### src/hw/rtl/hfd_pkg.sv
`timescale 1ns / 1ps
// ============================================================================
// hfd_pkg - shared types and constants of the Huffman bit-serial decoder
// Field widths, input mode codes, the command word that travels through the
// command queue and the raw result word that leaves the bit engine.
// ============================================================================
package hfd_pkg;

    // Field widths of the input and result words.
    localparam int MODE_W     = 2;
    localparam int SYM_W      = 8;
    localparam int LEN_W      = 6;
    localparam int CODE_W     = 16;
    localparam int BYTE_W     = 8;
    localparam int NBITS_W    = 4;
    localparam int BIT_IDX_W  = 3;

    // Every symbol that an 8-bit result can name.
    localparam int SYMBOL_SPACE = 2 ** SYM_W;

    // Command queue between the front and the bit engine.
    localparam int QUEUE_DEPTH = 4;
    localparam int QPTR_W      = 2;

    // Symbol encoder: groups of 16 match bits.
    localparam int GROUP_W    = 16;
    localparam int GRP_IDX_W  = 4;
    localparam int GRPNUM_W   = SYM_W - GRP_IDX_W;
    localparam int NUM_GROUPS = SYMBOL_SPACE / GROUP_W;

    // Input mode codes.
    localparam logic [MODE_W-1:0] MODE_LOAD   = 2'd0;
    localparam logic [MODE_W-1:0] MODE_DECODE = 2'd1;
    localparam logic [MODE_W-1:0] MODE_CLEAR  = 2'd2;

    // Full-byte bit count.
    localparam logic [NBITS_W-1:0] BYTE_BITS = 4'd8;

    typedef enum logic [1:0] {
        OP_LOAD,
        OP_DECODE,
        OP_CLEAR
    } op_t;

    typedef struct packed {
        op_t                op;
        logic [SYM_W-1:0]   symbol;
        logic [LEN_W-1:0]   length;
        logic [CODE_W-1:0]  code;
        logic [BYTE_W-1:0]  data;
        logic [NBITS_W-1:0] nbits;
    } cmd_t;

    typedef struct packed {
        logic                    valid;
        logic                    err;
        logic                    last;
        logic [SYMBOL_SPACE-1:0] vec;
    } push_t;

endpackage

### src/hw/rtl/hfd_front.sv
`timescale 1ns / 1ps
// ============================================================================
// hfd_front - input front end and command queue
// Takes input words, sorts them into load, decode and clear commands, drops
// those that do nothing, and holds the rest in a short queue for the engine.
// ============================================================================
module hfd_front
(
    input  logic                          clk,
    input  logic                          rst_n,
    input  logic                          item_valid,
    output logic                          item_stall,
    input  logic [hfd_pkg::MODE_W-1:0]    mode,
    input  logic [hfd_pkg::SYM_W-1:0]     entry_symbol,
    input  logic [hfd_pkg::LEN_W-1:0]     entry_length,
    input  logic [hfd_pkg::CODE_W-1:0]    entry_code,
    input  logic [hfd_pkg::BYTE_W-1:0]    data_byte,
    input  logic [hfd_pkg::NBITS_W-1:0]   valid_bits,
    output hfd_pkg::cmd_t                 head,
    output logic                          head_valid,
    input  logic                          pop
);

    hfd_pkg::cmd_t                 queue_mem [hfd_pkg::QUEUE_DEPTH];
    logic [hfd_pkg::QPTR_W-1:0]    wr_ptr_reg;
    logic [hfd_pkg::QPTR_W-1:0]    wr_ptr_next;
    logic [hfd_pkg::QPTR_W-1:0]    rd_ptr_reg;
    logic [hfd_pkg::QPTR_W-1:0]    rd_ptr_next;
    logic [hfd_pkg::QPTR_W:0]      count_reg;
    logic [hfd_pkg::QPTR_W:0]      count_next;
    hfd_pkg::cmd_t                 cmd;
    logic                          keep;
    logic                          push_q;
    logic                          pop_q;

    // Classification of the incoming word.
    always_comb
    begin
        cmd.op     = hfd_pkg::OP_LOAD;
        cmd.symbol = entry_symbol;
        cmd.length = entry_length;
        cmd.code   = entry_code;
        cmd.data   = data_byte;
        cmd.nbits  = (valid_bits > hfd_pkg::BYTE_BITS) ? hfd_pkg::BYTE_BITS : valid_bits;
        keep       = 1'b0;
        unique case (mode)
            hfd_pkg::MODE_LOAD:
            begin
                cmd.op = hfd_pkg::OP_LOAD;
                keep   = 1'b1;
            end
            hfd_pkg::MODE_DECODE:
            begin
                cmd.op = hfd_pkg::OP_DECODE;
                keep   = (valid_bits != '0);
            end
            hfd_pkg::MODE_CLEAR:
            begin
                cmd.op = hfd_pkg::OP_CLEAR;
                keep   = 1'b1;
            end
            default:
            begin
                keep = 1'b0;
            end
        endcase
    end

    assign item_stall = (count_reg == (hfd_pkg::QPTR_W + 1)'(hfd_pkg::QUEUE_DEPTH));
    assign head_valid = (count_reg != '0);
    assign head       = queue_mem[rd_ptr_reg];
    assign push_q     = item_valid && !item_stall && keep;
    assign pop_q      = pop && head_valid;

    always_comb
    begin
        wr_ptr_next = push_q ? wr_ptr_reg + 1'b1 : wr_ptr_reg;
        rd_ptr_next = pop_q ? rd_ptr_reg + 1'b1 : rd_ptr_reg;
        count_next  = count_reg;
        if (push_q && !pop_q)
        begin
            count_next = count_reg + 1'b1;
        end
        else if (pop_q && !push_q)
        begin
            count_next = count_reg - 1'b1;
        end
    end

    always_ff @(posedge clk or negedge rst_n)
    begin
        if (!rst_n)
        begin
            wr_ptr_reg <= '0;
            rd_ptr_reg <= '0;
            count_reg  <= '0;
        end
        else
        begin
            wr_ptr_reg <= wr_ptr_next;
            rd_ptr_reg <= rd_ptr_next;
            count_reg  <= count_next;
        end
    end

    always_ff @(posedge clk)
    begin
        if (push_q)
        begin
            queue_mem[wr_ptr_reg] <= cmd;
        end
    end

endmodule

### config.mk
export PLATFORM = sky130hd
export DESIGN_NAME = hfd_front
export DESIGN_NICKNAME = d
export VERILOG_FILES = /design/src/hw/rtl/hfd_pkg.sv /design/src/hw/rtl/hfd_front.sv
export SDC_FILE = /design/constraint.sdc
export NUM_CORES = 1
export LEC_CHECK = 0
export BUFFER_PORTS_ARGS = -buffer_cell sky130_fd_sc_hd__clkbuf_2
export CORE_MARGIN = 10
export CORE_UTILIZATION = 50
export CTS_BUF_LIST = sky130_fd_sc_hd__clkbuf_4
export CTS_CLUSTER_DIAMETER = 150
export DETAILED_ROUTE_END_ITERATION = 6
export PLACE_DENSITY = 0.71
export SETUP_SLACK_MARGIN = 0.4
export SLEW_MARGIN = 40
export SYNTH_ARGS = -nofsm -noshare
export SYNTH_HDL_FRONTEND = slang
export SYNTH_SLANG_ARGS = --single-unit
### constraint.sdc
create_clock -name clk -period 6.9 [get_ports clk]
set_clock_uncertainty 0.1 [all_clocks]
set_input_delay 0.69 -clock clk [delete_from_list [all_inputs] [get_ports clk]]
set_output_delay 0.69 -clock clk [all_outputs]
set_load 0.05 [all_outputs]
Word-level counts from Yosys, hierarchy flattened --
Memories as Yosys holds them, arrays and structs flattened. Index checks and enable logic that the tools add are counted.
Storage, ports and cells: memories 1, logic and storage cells 32, input bits 48, RAM bits 176, output and inout bits 46, bits in registers 7
Memory list:
- queue_mem | depth 4, bits a word 44, read ports 1, clocked after memory_dff 0, write ports 1, line hfd_front.sv:24 | hfd_pkg::cmd_t queue_mem [hfd_pkg::QUEUE_DEPTH];
Operators by class: add/sub/neg operators 4, magnitude comparators 1, eq/ne operators 3, reductions and logical operators 13, multiplexer cells 7
Operators by type and width (count):
- 3-bit 2-to-1 mux | 2
- 1-bit logical AND | 5
- 2-bit by 1-bit adder with 2-bit output, second input constant | 2
- 4-bit > comparator, second input constant | 1
- 4-bit 2-to-1 mux | 1
- 2-bit case mux with 2 select lines | 1
- 4-bit nonzero test | 1
- 3-bit by 1-bit adder with 3-bit output, second input constant | 1
- 3-bit == test, second input constant | 1
- 1-bit zero test | 3
- 3-bit nonzero test | 1
- 3-bit by 1-bit subtractor with 3-bit output, second input constant | 1
- 2-bit by 1-bit == test with 1-bit output, second input constant | 1
- 2-bit == test, second input constant | 1
- 2-bit zero test | 1
- 1-bit 2-to-1 mux | 2
- 1-bit case mux with 2 select lines | 1
- 2-bit nonzero test | 1
- 2-bit OR reduction | 1

Depth between registers and ports, before layout --
word-level depth 8, mapped depth 8, depth with buffers taken out 8

Least setup slack after synthesis --
No wires, ideal clock.
kind input to register, from input port item_valid, to memory queue_mem[0][0] in the netlist's numbering (enable), path buffers 0, arrival time 2.346 ns, library setup time 0.406 ns, path slack 4.048 ns, data required time 6.394 ns, stages 3, cells stage by stage a21bo_1 -> a211oi_4 -> and2_1
Between the ends: cells in the longest elaborated chain, start to end 4
RTL lines:
- from (decl) | line hfd_front.sv:11 | input logic item_valid,
- 1-bit logical AND (2 in series) | line hfd_front.sv:72 | assign push_q = item_valid && !item_stall && keep;
- net push_q | line hfd_front.sv:33 | logic push_q;
- 1-bit 2-to-1 mux | line hfd_front.sv:108 | if (push_q)
- 1-bit 2-to-1 mux (implied by the code) | line hfd_front.sv:110 | queue_mem[wr_ptr_reg] <= cmd;
- to (decl) | line hfd_front.sv:24
The timed path passes the listed nets, and every way through them passes these cells.

==> results.md <==
- Headroom to the max-slew limit: 0.5488
- Critical hold path startpoint: entry_length[1]
- Count leader, synth: edfxtp_1
- Non-Filler Instances: 566
- Peak fanout along the critical path: 24
- Hold Fails Final Rpt: 0
- Longest Clk Path Bufs: 2
- Final Critical Period: 3.238 ns
- Crit path largest cell delay: 0.77 ns
- Final setup fails: 0
- Power Density: about 450 mW/mm^2
- Hold crit path type: input port to register
- 1st-iter DRT viols: 157
- DRC errors left: 0
- First-pass GRT wire length: 18490 um
- Gates resized, CTS repair: 0
- Post-synthesis sequential area ratio: 0.7985
- Worst setup SP type: register
- Antenna Cells: 0
- Required time worst endpoint: 6.11 ns
- Vias/cell: 5.281
- Vias in the first global route: 3387
- # IOs: 94
- CTS Buf Count: 17
- Initial antenna violation count: 0
- Critical path cell sequence: buf_12, mux4_2, clkbuf_2
- PortBufs: slightly above 90
- TritonCTS clock tree: built
- Via count: 2989
- Yosys top cell by area: edfxtp_1
- Nets@finish: between 400 and 500
- FFs w/ async S/R, synth: 0.03825
- Top delay family on crit path: flip-flops
- Post-Synthesis Cells: 272
- Peak VDD IR: 285.5 uV
- Synthesis-to-finish area growth: 14.51%
- Synth top area share: 0.7729
- Max cap viols: 0
- Remaining global-route overflow: 0
- Largest register FFs: 176
- Status: finished clean
- Highest clock rate: between 0.3 and 0.4 GHz
- Row count: 42
- Initial Util: 0.5143
- Synth unique cells: 26
- Root Buffer: clkbuf_4
- Synth Net Count: 326
- Initial DRT Pass Iterations: 4
- Max Slew Vio Count: 0
- Avg Cell Area, Syn: 25.14 um^2
- Synthesis-stage register bit count: 183
- Final wirelength: 11730 um
- Num Clock Sinks: 183
- RR Startpoint: count_reg[0]
- Max stage delay cell, worst path: dfrtp_4
- Synth top area cells: edfxtp_1, mux4_2, dfrtp_1
- Crit. End Element: primary output
- YS warnings: 0
- CORE AREA: 0.01330 mm^2
- CTS clk-pin slew, worst paths: 0.14 ns
- Die height: 136.9 um
- RSZ-0062 raised after global routing: no
- Skew-Pair Late Insertion Delay: 0.56 ns
- Tot GR Track Use: 0.1338
- Placed cells: 533
- Share of layout cells above drive strength 1: 0.4667
- Total die area: approximately 0.019 mm^2
- Final Cycle Share: 0.4692
- Worst-margin pin slew: 0.6768 ns
- Crit Path Class: register to primary output
- Largest net degree at the start of global routing: 46
- Ys flop type: edfxtp_1
- RePlAce Congestion: roughly 0.72
- Dpl hpwl: ~7300 um
- Number of synthesized flops with an enable pin: 176
- Critical path arrival: 2.45 ns
- Antenna Nets Post-Route: 0
- CTS H-Tree Depth: 4
- Die extent in x: about 140 um
- Pleak: 0.002683 uW
- Total negative setup slack: 0 ns
- Crit. Startpoint: rd_ptr_reg[0]
- Commonest cells in the synthesized netlist: edfxtp_1, mux4_2, dfrtp_1
- Post-DR wirelength/cell: 20.72 um
- Post-Syn Area: about 0.007 mm^2
- Buf/Inv on CP: 2
kinds of logic after synthesis:
| kind of cell | share of synthesized area |
|---|---|
| mux | 0.1488 |
| simple gates | 0.01500 |
| fa+ha+maj | 0.01208 |
| flops | 0.7985 |
| buf+inv | 0.01354 |
| xor+xnor | 0.007685 |
| compound gates | 0.004392 |
path summary, 6_finish.rpt:
| check | end | slack, ns | cells past startpoint |
|---|---|---|---|
| min in group asynchronous | count_reg[0] | 0.37 | 2 |
| min reg2reg | count_reg[2] | 0.40 | 1 |
| min | queue_mem[0][29] | 0.23 | 1 |
| max reg2reg | count_reg[2] | 4.69 | 8 |
| max | head[39] | 3.66 | 3 |
| max in group asynchronous | rd_ptr_reg[1] | 6.14 | 2 |
metal layers:
| layer | vias to the layer above | GRT usage | wire length, um |
|---|---|---|---|
| met5 | - | 0 | 0 |
| met4 | 0 | 0.04742 | 102 |
| met3 | 14 | 0.05462 | 811 |
| met2 | 91 | 0.2144 | 6044 |
| met1 | 1527 | 0.1605 | 4770 |
| li1 | 1357 | - | - |
area by class of cell:
class	instances	area, um^2
multi-input combinational	75	1291
tap	176	220.2
sequential	183	5468
clock buffer	17	127.6
fill	979	5465
timing repair buffer	97	510.5
clock inverter	15	201.4
inverter	3	11.26
what timing repair did:
item,4_1_cts,5_1_grt
endpoints found under the hold margin,7,0
hold buffers,1,0
buffers inserted,0,0
report_power, final:
group	switching [uW]	internal [uW]
clock network	351	289
logic	920	436
registers	145	1410
through the flow:
stage / cell area, um^2 / worst slack, ns / hold WS (ns) / total power (uW) / utilization
global route: 7830 / 3.446 / 0.1668 / 3729 / 0.5889
detailed placement: 7491 / 4.197 / 0.3819 / 2980 / 0.5634
global placement: 7466 / 3.976 / 0.3710 / 2956 / 0.5615
floorplan: 6838 / 4.048 / 0.2944 / 2659 / -
CTS: 7830 / 3.539 / 0.1893 / 3617 / 0.5889
finish: 7830 / 3.662 / 0.2292 / 3556 / 0.5889
placed cells by master (no fill, tap or decap), types with 3 or more instances in the layout:
master      Yosys  layout
xnor2_1         4       4
clkbuf_4        0      17
dfrtp_1         7       5
edfxtp_1      176     176
nor2b_1         4       4
ha_1            5       5
bufinv_16       0       4
inv_1           3       3
clkinvlp_4      0       4
clkbuf_2        0      93
mux4_2         44      44
Note: power is estimated with default switching activity, not from simulation.
