$ cat src/hw/rtl/hfd_pkg.sv
`timescale 1ns / 1ps
// ============================================================================
// hfd_pkg - shared types and constants of the Huffman bit-serial decoder
// Field widths, input mode codes, the command word that travels through the
// command queue and the raw result word that leaves the bit engine.
// ============================================================================
package hfd_pkg;

    // Field widths of the input and result words.
    localparam int MODE_W     = 2;
    localparam int SYM_W      = 8;
    localparam int LEN_W      = 6;
    localparam int CODE_W     = 16;
    localparam int BYTE_W     = 8;
    localparam int NBITS_W    = 4;
    localparam int BIT_IDX_W  = 3;

    // Every symbol that an 8-bit result can name.
    localparam int SYMBOL_SPACE = 2 ** SYM_W;

    // Command queue between the front and the bit engine.
    localparam int QUEUE_DEPTH = 4;
    localparam int QPTR_W      = 2;

    // Symbol encoder: groups of 16 match bits.
    localparam int GROUP_W    = 16;
    localparam int GRP_IDX_W  = 4;
    localparam int GRPNUM_W   = SYM_W - GRP_IDX_W;
    localparam int NUM_GROUPS = SYMBOL_SPACE / GROUP_W;

    // Input mode codes.
    localparam logic [MODE_W-1:0] MODE_LOAD   = 2'd0;
    localparam logic [MODE_W-1:0] MODE_DECODE = 2'd1;
    localparam logic [MODE_W-1:0] MODE_CLEAR  = 2'd2;

    // Full-byte bit count.
    localparam logic [NBITS_W-1:0] BYTE_BITS = 4'd8;

    typedef enum logic [1:0] {
        OP_LOAD,
        OP_DECODE,
        OP_CLEAR
    } op_t;

    typedef struct packed {
        op_t                op;
        logic [SYM_W-1:0]   symbol;
        logic [LEN_W-1:0]   length;
        logic [CODE_W-1:0]  code;
        logic [BYTE_W-1:0]  data;
        logic [NBITS_W-1:0] nbits;
    } cmd_t;

    typedef struct packed {
        logic                    valid;
        logic                    err;
        logic                    last;
        logic [SYMBOL_SPACE-1:0] vec;
    } push_t;

endpackage

$ cat src/hw/rtl/hfd_result.sv
`timescale 1ns / 1ps
// ============================================================================
// hfd_result - symbol encoder and output register
// Turns the match vector into the lowest matching symbol over two registered
// stages and presents the result word on the output channel.
// ============================================================================
module hfd_result
(
    input  logic                          clk,
    input  logic                          rst_n,
    input  hfd_pkg::push_t                push,
    output logic                          advance,
    output logic                          result_valid,
    input  logic                          result_stall,
    output logic [hfd_pkg::SYM_W-1:0]     decoded_symbol,
    output logic                          overlong_error,
    output logic                          last_of_byte
);

    logic                               s1_valid_reg;
    logic [hfd_pkg::NUM_GROUPS-1:0]     s1_any_reg;
    logic [hfd_pkg::NUM_GROUPS-1:0]     s1_any_next;
    logic [hfd_pkg::GRP_IDX_W-1:0]      s1_idx_reg  [hfd_pkg::NUM_GROUPS];
    logic [hfd_pkg::GRP_IDX_W-1:0]      s1_idx_next [hfd_pkg::NUM_GROUPS];
    logic                               s1_err_reg;
    logic                               s1_last_reg;
    logic                               out_valid_reg;
    logic [hfd_pkg::SYM_W-1:0]          out_sym_reg;
    logic [hfd_pkg::SYM_W-1:0]          out_sym_next;
    logic                               out_err_reg;
    logic                               out_last_reg;
    logic [hfd_pkg::NUM_GROUPS-1:0]     grp_iso;

    assign advance        = !out_valid_reg || !result_stall;
    assign result_valid   = out_valid_reg;
    assign decoded_symbol = out_sym_reg;
    assign overlong_error = out_err_reg;
    assign last_of_byte   = out_last_reg;

    // First stage: lowest set bit inside each group of match bits.
    always_comb
    begin
        logic [hfd_pkg::GROUP_W-1:0] gv;
        logic [hfd_pkg::GROUP_W-1:0] giso;
        for (int g = 0; g < hfd_pkg::NUM_GROUPS; g++)
        begin
            gv             = push.vec[g*hfd_pkg::GROUP_W +: hfd_pkg::GROUP_W];
            giso           = gv & (~gv + hfd_pkg::GROUP_W'(1));
            s1_any_next[g] = |gv;
            s1_idx_next[g] = '0;
            for (int b = 0; b < hfd_pkg::GROUP_W; b++)
            begin
                s1_idx_next[g] = s1_idx_next[g]
                    | (giso[b] ? hfd_pkg::GRP_IDX_W'(b) : hfd_pkg::GRP_IDX_W'(0));
            end
        end
    end

    // Second stage: lowest group that holds a match.
    always_comb
    begin
        grp_iso      = s1_any_reg & (~s1_any_reg + hfd_pkg::NUM_GROUPS'(1));
        out_sym_next = '0;
        for (int g = 0; g < hfd_pkg::NUM_GROUPS; g++)
        begin
            out_sym_next = out_sym_next
                | (grp_iso[g] ? {hfd_pkg::GRPNUM_W'(g), s1_idx_reg[g]} : hfd_pkg::SYM_W'(0));
        end
    end

    always_ff @(posedge clk or negedge rst_n)
    begin
        if (!rst_n)
        begin
            s1_valid_reg  <= 1'b0;
            out_valid_reg <= 1'b0;
        end
        else if (advance)
        begin
            s1_valid_reg  <= push.valid;
            out_valid_reg <= s1_valid_reg;
        end
    end

    always_ff @(posedge clk)
    begin
        if (advance)
        begin
            s1_any_reg   <= s1_any_next;
            s1_idx_reg   <= s1_idx_next;
            s1_err_reg   <= push.err;
            s1_last_reg  <= push.last;
            out_sym_reg  <= out_sym_next;
            out_err_reg  <= s1_err_reg;
            out_last_reg <= s1_last_reg;
        end
    end

endmodule
$ cat config.mk
export PLATFORM = sky130hd
export DESIGN_NAME = hfd_result
export DESIGN_NICKNAME = d
export VERILOG_FILES = /design/src/hw/rtl/hfd_pkg.sv /design/src/hw/rtl/hfd_result.sv
export SDC_FILE = /design/constraint.sdc
export NUM_CORES = 1
export LEC_CHECK = 0
export ABC_AREA = 1
export BUFFER_PORTS_ARGS = -buffer_cell sky130_fd_sc_hd__buf_4
export CORE_MARGIN = 8
export CORE_UTILIZATION = 55
export CTS_CLUSTER_SIZE = 28
export DETAILED_ROUTE_END_ITERATION = 8
export GPL_TIMING_DRIVEN = 0
export PLACE_DENSITY_LB_ADDON = 0.2
export SLEW_MARGIN = 25
export SYNTH_ARGS = -nofsm -noshare
export SYNTH_HDL_FRONTEND = slang
export SYNTH_SLANG_ARGS = --single-unit
$ cat constraint.sdc
create_clock -name clk -period 7.1 [get_ports clk]
set_clock_uncertainty 0.2 [all_clocks]
set_input_delay 0 -clock clk [delete_from_list [all_inputs] [get_ports clk]]
set_output_delay 0 -clock clk [all_outputs]
set_load 0.05 [all_outputs]
* After elaboration in Yosys (flattened, before gate mapping)
Index checks and enable logic that the tools add are counted.
Cells by class: add/sub/neg operators 17, muxes and demuxes 256, bitwise operators 273, reductions and logical operators 19
Operator list (count):
- 4-bit two-way mux | 129
- 4-bit OR | 112
- 16-bit by 1-bit adder with 16-bit output (second input constant) | 17
- 16-bit AND | 17
- 16-bit NOT | 17
- 16-bit OR reduction | 16
- 3-bit two-way mux | 64
- 3-bit OR | 48
- 2-bit two-way mux | 32
- 8-bit two-way mux | 8
- 3-bit by 4-bit OR with 4-bit output | 16
- 8-bit OR | 8
- 2-bit by 3-bit OR with 3-bit output | 16
- 1-bit by 2-bit OR with 2-bit output | 16
- 2-bit OR | 16
- 7-bit two-way mux | 4
- 7-bit OR | 3
- 1-bit two-way mux | 16
- 6-bit two-way mux | 2
- 6-bit by 7-bit OR with 7-bit output | 1
- 5-bit by 6-bit OR with 6-bit output | 1
- 6-bit OR | 1
- 5-bit two-way mux | 1
- 4-bit by 5-bit OR with 5-bit output | 1
- other kinds (2) | 3
Word-level totals: bits in registers 94, bits of input ports 262, output and inout bits 12, logic and storage cells 589

* Logic depth before layout (Yosys ltp)
depth after elaboration 19, depth in mapped cells 10, depth with buffers taken out 9

* Worst setup path before layout
No wires, ideal clock.
path kind reg2reg, start register out_valid_reg, in the netlist result_valid, end register out_sym_reg, in the netlist decoded_symbol[0], enable pin, library setup time 0.984 ns, arrival 2.528 ns, data required time 5.916 ns, path slack 3.387 ns, stages on the path, launching flop included 2, path buffers 0, period minus slack after synthesis 3.713 ns, cells stage by stage dfrtp_1 -> nand2_1
On the way: word-level cells in the longest chain between the ends 2
RTL lines:
- start: declaration | line hfd_result.sv:27 | logic out_valid_reg;
- start signal: assignment | line hfd_result.sv:81 | out_valid_reg <= s1_valid_reg;
- 1-bit logical NOT | line hfd_result.sv:34 | assign advance = !out_valid_reg || !result_stall;
- 1-bit logical OR | line hfd_result.sv:34
- via advance | line hfd_result.sv:12 | output logic advance,
- end signal: assignment | line hfd_result.sv:93 | out_sym_reg <= out_sym_next;
- end: declaration | line hfd_result.sv:28 | logic [hfd_pkg::SYM_W-1:0] out_sym_reg;
The timed path passes the listed nets, and every way through them passes these cells. A chain may end at the register's enable or synchronous reset.

==> run metrics <==
startpoint types input port; Psw 446 uW; Clk Latency, worst-skew pair 0.34 ns; Area Overhead vs Synth 58.3%; syn nets 1,547; most common cell after layout, fill and taps aside nor2_1; site row count 44; worst-case reg-to-reg path depth 7; YS warnings 0; status finished clean; Ports 274; IO Port Bufs 273; hold path cells 4; commonest non-fill, non-tap cells in the layout nor2_1 (282), buf_4 (274), nand2_1 (263), dlygate4sd3_1 (216), nand3_1 (194); total core area 14,500 um^2; Die Span Y 138 um; initial drt markers 1,005; Seq/Total Area, Yosys 34.3%; Max Cap Viol 0; diodes inserted 0; antenna-violating nets left 0; TritonRoute pass-1 iters 6; Yosys reg bits 94; Post-Syn Instances 1,285; CP Class input port to register; Setup crit end kind register; Post-Route Setup TNS 0 ns; dpl hpwl 20,100 um; Clock Path Buffers 2; GPL Wtd Cong 0.953; largest net degree at the start of global routing 53; worst path required time 7.11 ns; FF-to-FF setup slack 5.07 ns; antenna violations before repair 0; total number of vias 11,400; share of layout cells above drive strength 1 19.1%; DR WL/cell 16.4 um; RSZ-0062 raised after global routing no; Worst Tran Pin Value 0.617 ns; Synth Area in Simple Gates 51.4%; CP cell instances dlygate4sd3_1, buf_4, nor2_1, nand2_1, nor3_1, nand3_1, nand3_1, dlygate4sd3_1, nor2_1, dlygate4sd3_1, nand2_1, dlygate4sd3_1; cell mode on critical path dlygate4sd3_1; WL met3 2880 um; residual DRC count 0; post-synthesis mux area share 0%; first-pass GRT wire length 53,200 um; Clk network pwr share 31.1%; Max Clk Rate 299 MHz; Post-Route WL 32,400 um; initial core utilization 56.5%; XOR/XNOR Fraction of Synth Area 0%; gr ovfl total 0; Post-synth EDFFs 92; Leakage 0.00623 uW; VDD IR max 0.150 mV; fillers 710; Slew headroom 58.8%; Num CTS Buffers 9; P_int 1170 uW; vias in the first global route 11,600; die area 19,100 um^2; switching power as a share of total power 27.6%; routed length on met2 15,800 um; Slowest-stage cell, CP dlygate4sd3_1; max-slew violations 0; Setup-failing EPs final 0; Logic pwr share 26.4%; CP max FO 3; synthesized area 8210 um^2; All-Layer GR Usage 32.5%; Setup WS pre-CTS 5.18 ns; syn_area_per_cell 6.39 um^2; crit share post-route 47.2%; wl on met1 12,200 um; Vias/cell 5.75; H-Tree Depth 3; Period minus WS final 3.35 ns; worst min-delay path class input port to register; Reg area 2810 um^2; sequential share of power 42.5%; FF-to-FF Start s1_any_reg[2]; clk root buf clkbuf_16; Layout Nets 2,048; synth unique cells 32; synthesized-area fraction occupied by adder cells 0%; Hold Vio Cnt, Final 0; clk slew on worst S/H paths 0.07 ns; reg2reg end decoded_symbol[1]; CP max stage delay 0.58 ns; Die X 138 um; Multi-input gate area 4660 um^2; Post-synth ARST share 2.13%; WP data arrival 3.36 ns; hold path start push[72]; Sink Count 94; Compound-Gate Fraction of Synth Area 5.25%; uppermost layer routed met4; P per Cell Area 125 nW/um^2; CTS tree done; max FFs per register 64; PnR worst setup slack 3.75 ns; top_reg_cell synth edfxtp_1; main combinational cell family by area after synthesis simple AND/OR/NAND/NOR gates; end of the worst hold path s1_idx_reg[47]
-- kinds of logic (layout without fill, tap and decap cells) --
group | Yosys count | after routing
AO/OA/AOI/OAI | 69 | 69
AND/OR/NAND/NOR | 933 | 933
flip-flops | 94 | 94
buffers and inverters | 189 | 695
-- routing by layer --
layer	global-route usage, %	vias up
li1	-	5298
met1	35.5	5143
met2	57.2	740
met3	7.95	171
met4	16.8	0
met5	0	-
-- area by class of cell --
cell class                      count  area share, %
Inverter                          184           5.32
Timing Repair Buffer              490           32.6
Clock inverter                      5          0.433
Multi-Input combinational cell   1002           35.8
Clock buffer                       11           1.95
Buffer                              5          0.405
Tap cell                          184           1.77
Sequential cell                    94           21.7
-- synthesized netlist by cell type (3+ instances only) --
library cell	n	share of area, %
inv_1	183	8.4
nor2_2	12	0.91
a31oi_1	3	0.23
nand3b_1	18	1.6
nand2_1	264	12
o31ai_1	4	0.37
nand4_1	50	3.8
nor3_1	75	4.6
or2_2	20	1.5
nor2_4	9	1.2
a21oi_1	19	1.2
o21ai_0	22	1.3
nor2_1	282	13
a21boi_0	3	0.27
edfxtp_1	92	34
buf_6	4	0.55
o211a_1	8	0.98
o211ai_1	5	0.46
nand3_1	194	12
-- repair_timing --
action / CTS / global route
hold endpoints to repair: 85 / 0
gates resized for setup: 0 / 0
buffers inserted: 0 / 0
hold buffers: 216 / 0
-- worst max-delay path: cells and delay by family --
| kind | cells | cell delay [ns] |
|---|---|---|
| buffers and inverters | 5 | 2.36 |
| and+or+nand+nor | 7 | 1.00 |
-- how the worst max path moves through the flow --
stage                        from                end  slack [ns]  depth (start not counted)
floorplan            result_valid  decoded_symbol[0]        3.39                          1
global placement     result_valid            advance        3.30                          2
detailed placement  s1_any_reg[2]  decoded_symbol[1]        5.18                          8
CTS                     push[176]     s1_idx_reg[19]        3.98                         12
global route            push[176]     s1_idx_reg[19]        3.61                         12
finish                  push[176]     s1_idx_reg[19]        3.75                         12
-- power by group through the flow --
| stage | Combinational [uW] | Clock [uW] | Sequential (uW) |
|---|---|---|---|
| finish | 426 | 503 | 688 |
| global route | 458 | 526 | 691 |
| CTS | 404 | 499 | 684 |
| detailed placement | 334 | 0 | 695 |
| global placement | 324 | 0 | 700 |
| floorplan | 123 | 0 | 721 |
-- through the flow --
| step | utilization (%) | power [uW] | instances | hold slack, ns | area, um^2 |
|---|---|---|---|---|---|
| 5_1_grt | 89.4 | 1670 | 1975 | 0.0317 | 13000 |
| 3_5_place_dp | 72.4 | 1030 | 1743 | -0.414 | 10500 |
| 3_3_place_gp | 72.1 | 1020 | 1742 | -0.417 | 10500 |
| 2_1_floorplan | - | 844 | 1285 | -0.496 | 8210 |
| 4_1_cts | 89.4 | 1590 | 1975 | 0.00525 | 13000 |
| 6_report | 89.4 | 1620 | 1975 | 0.00814 | 13000 |
(Power assumes the default switching activity.)
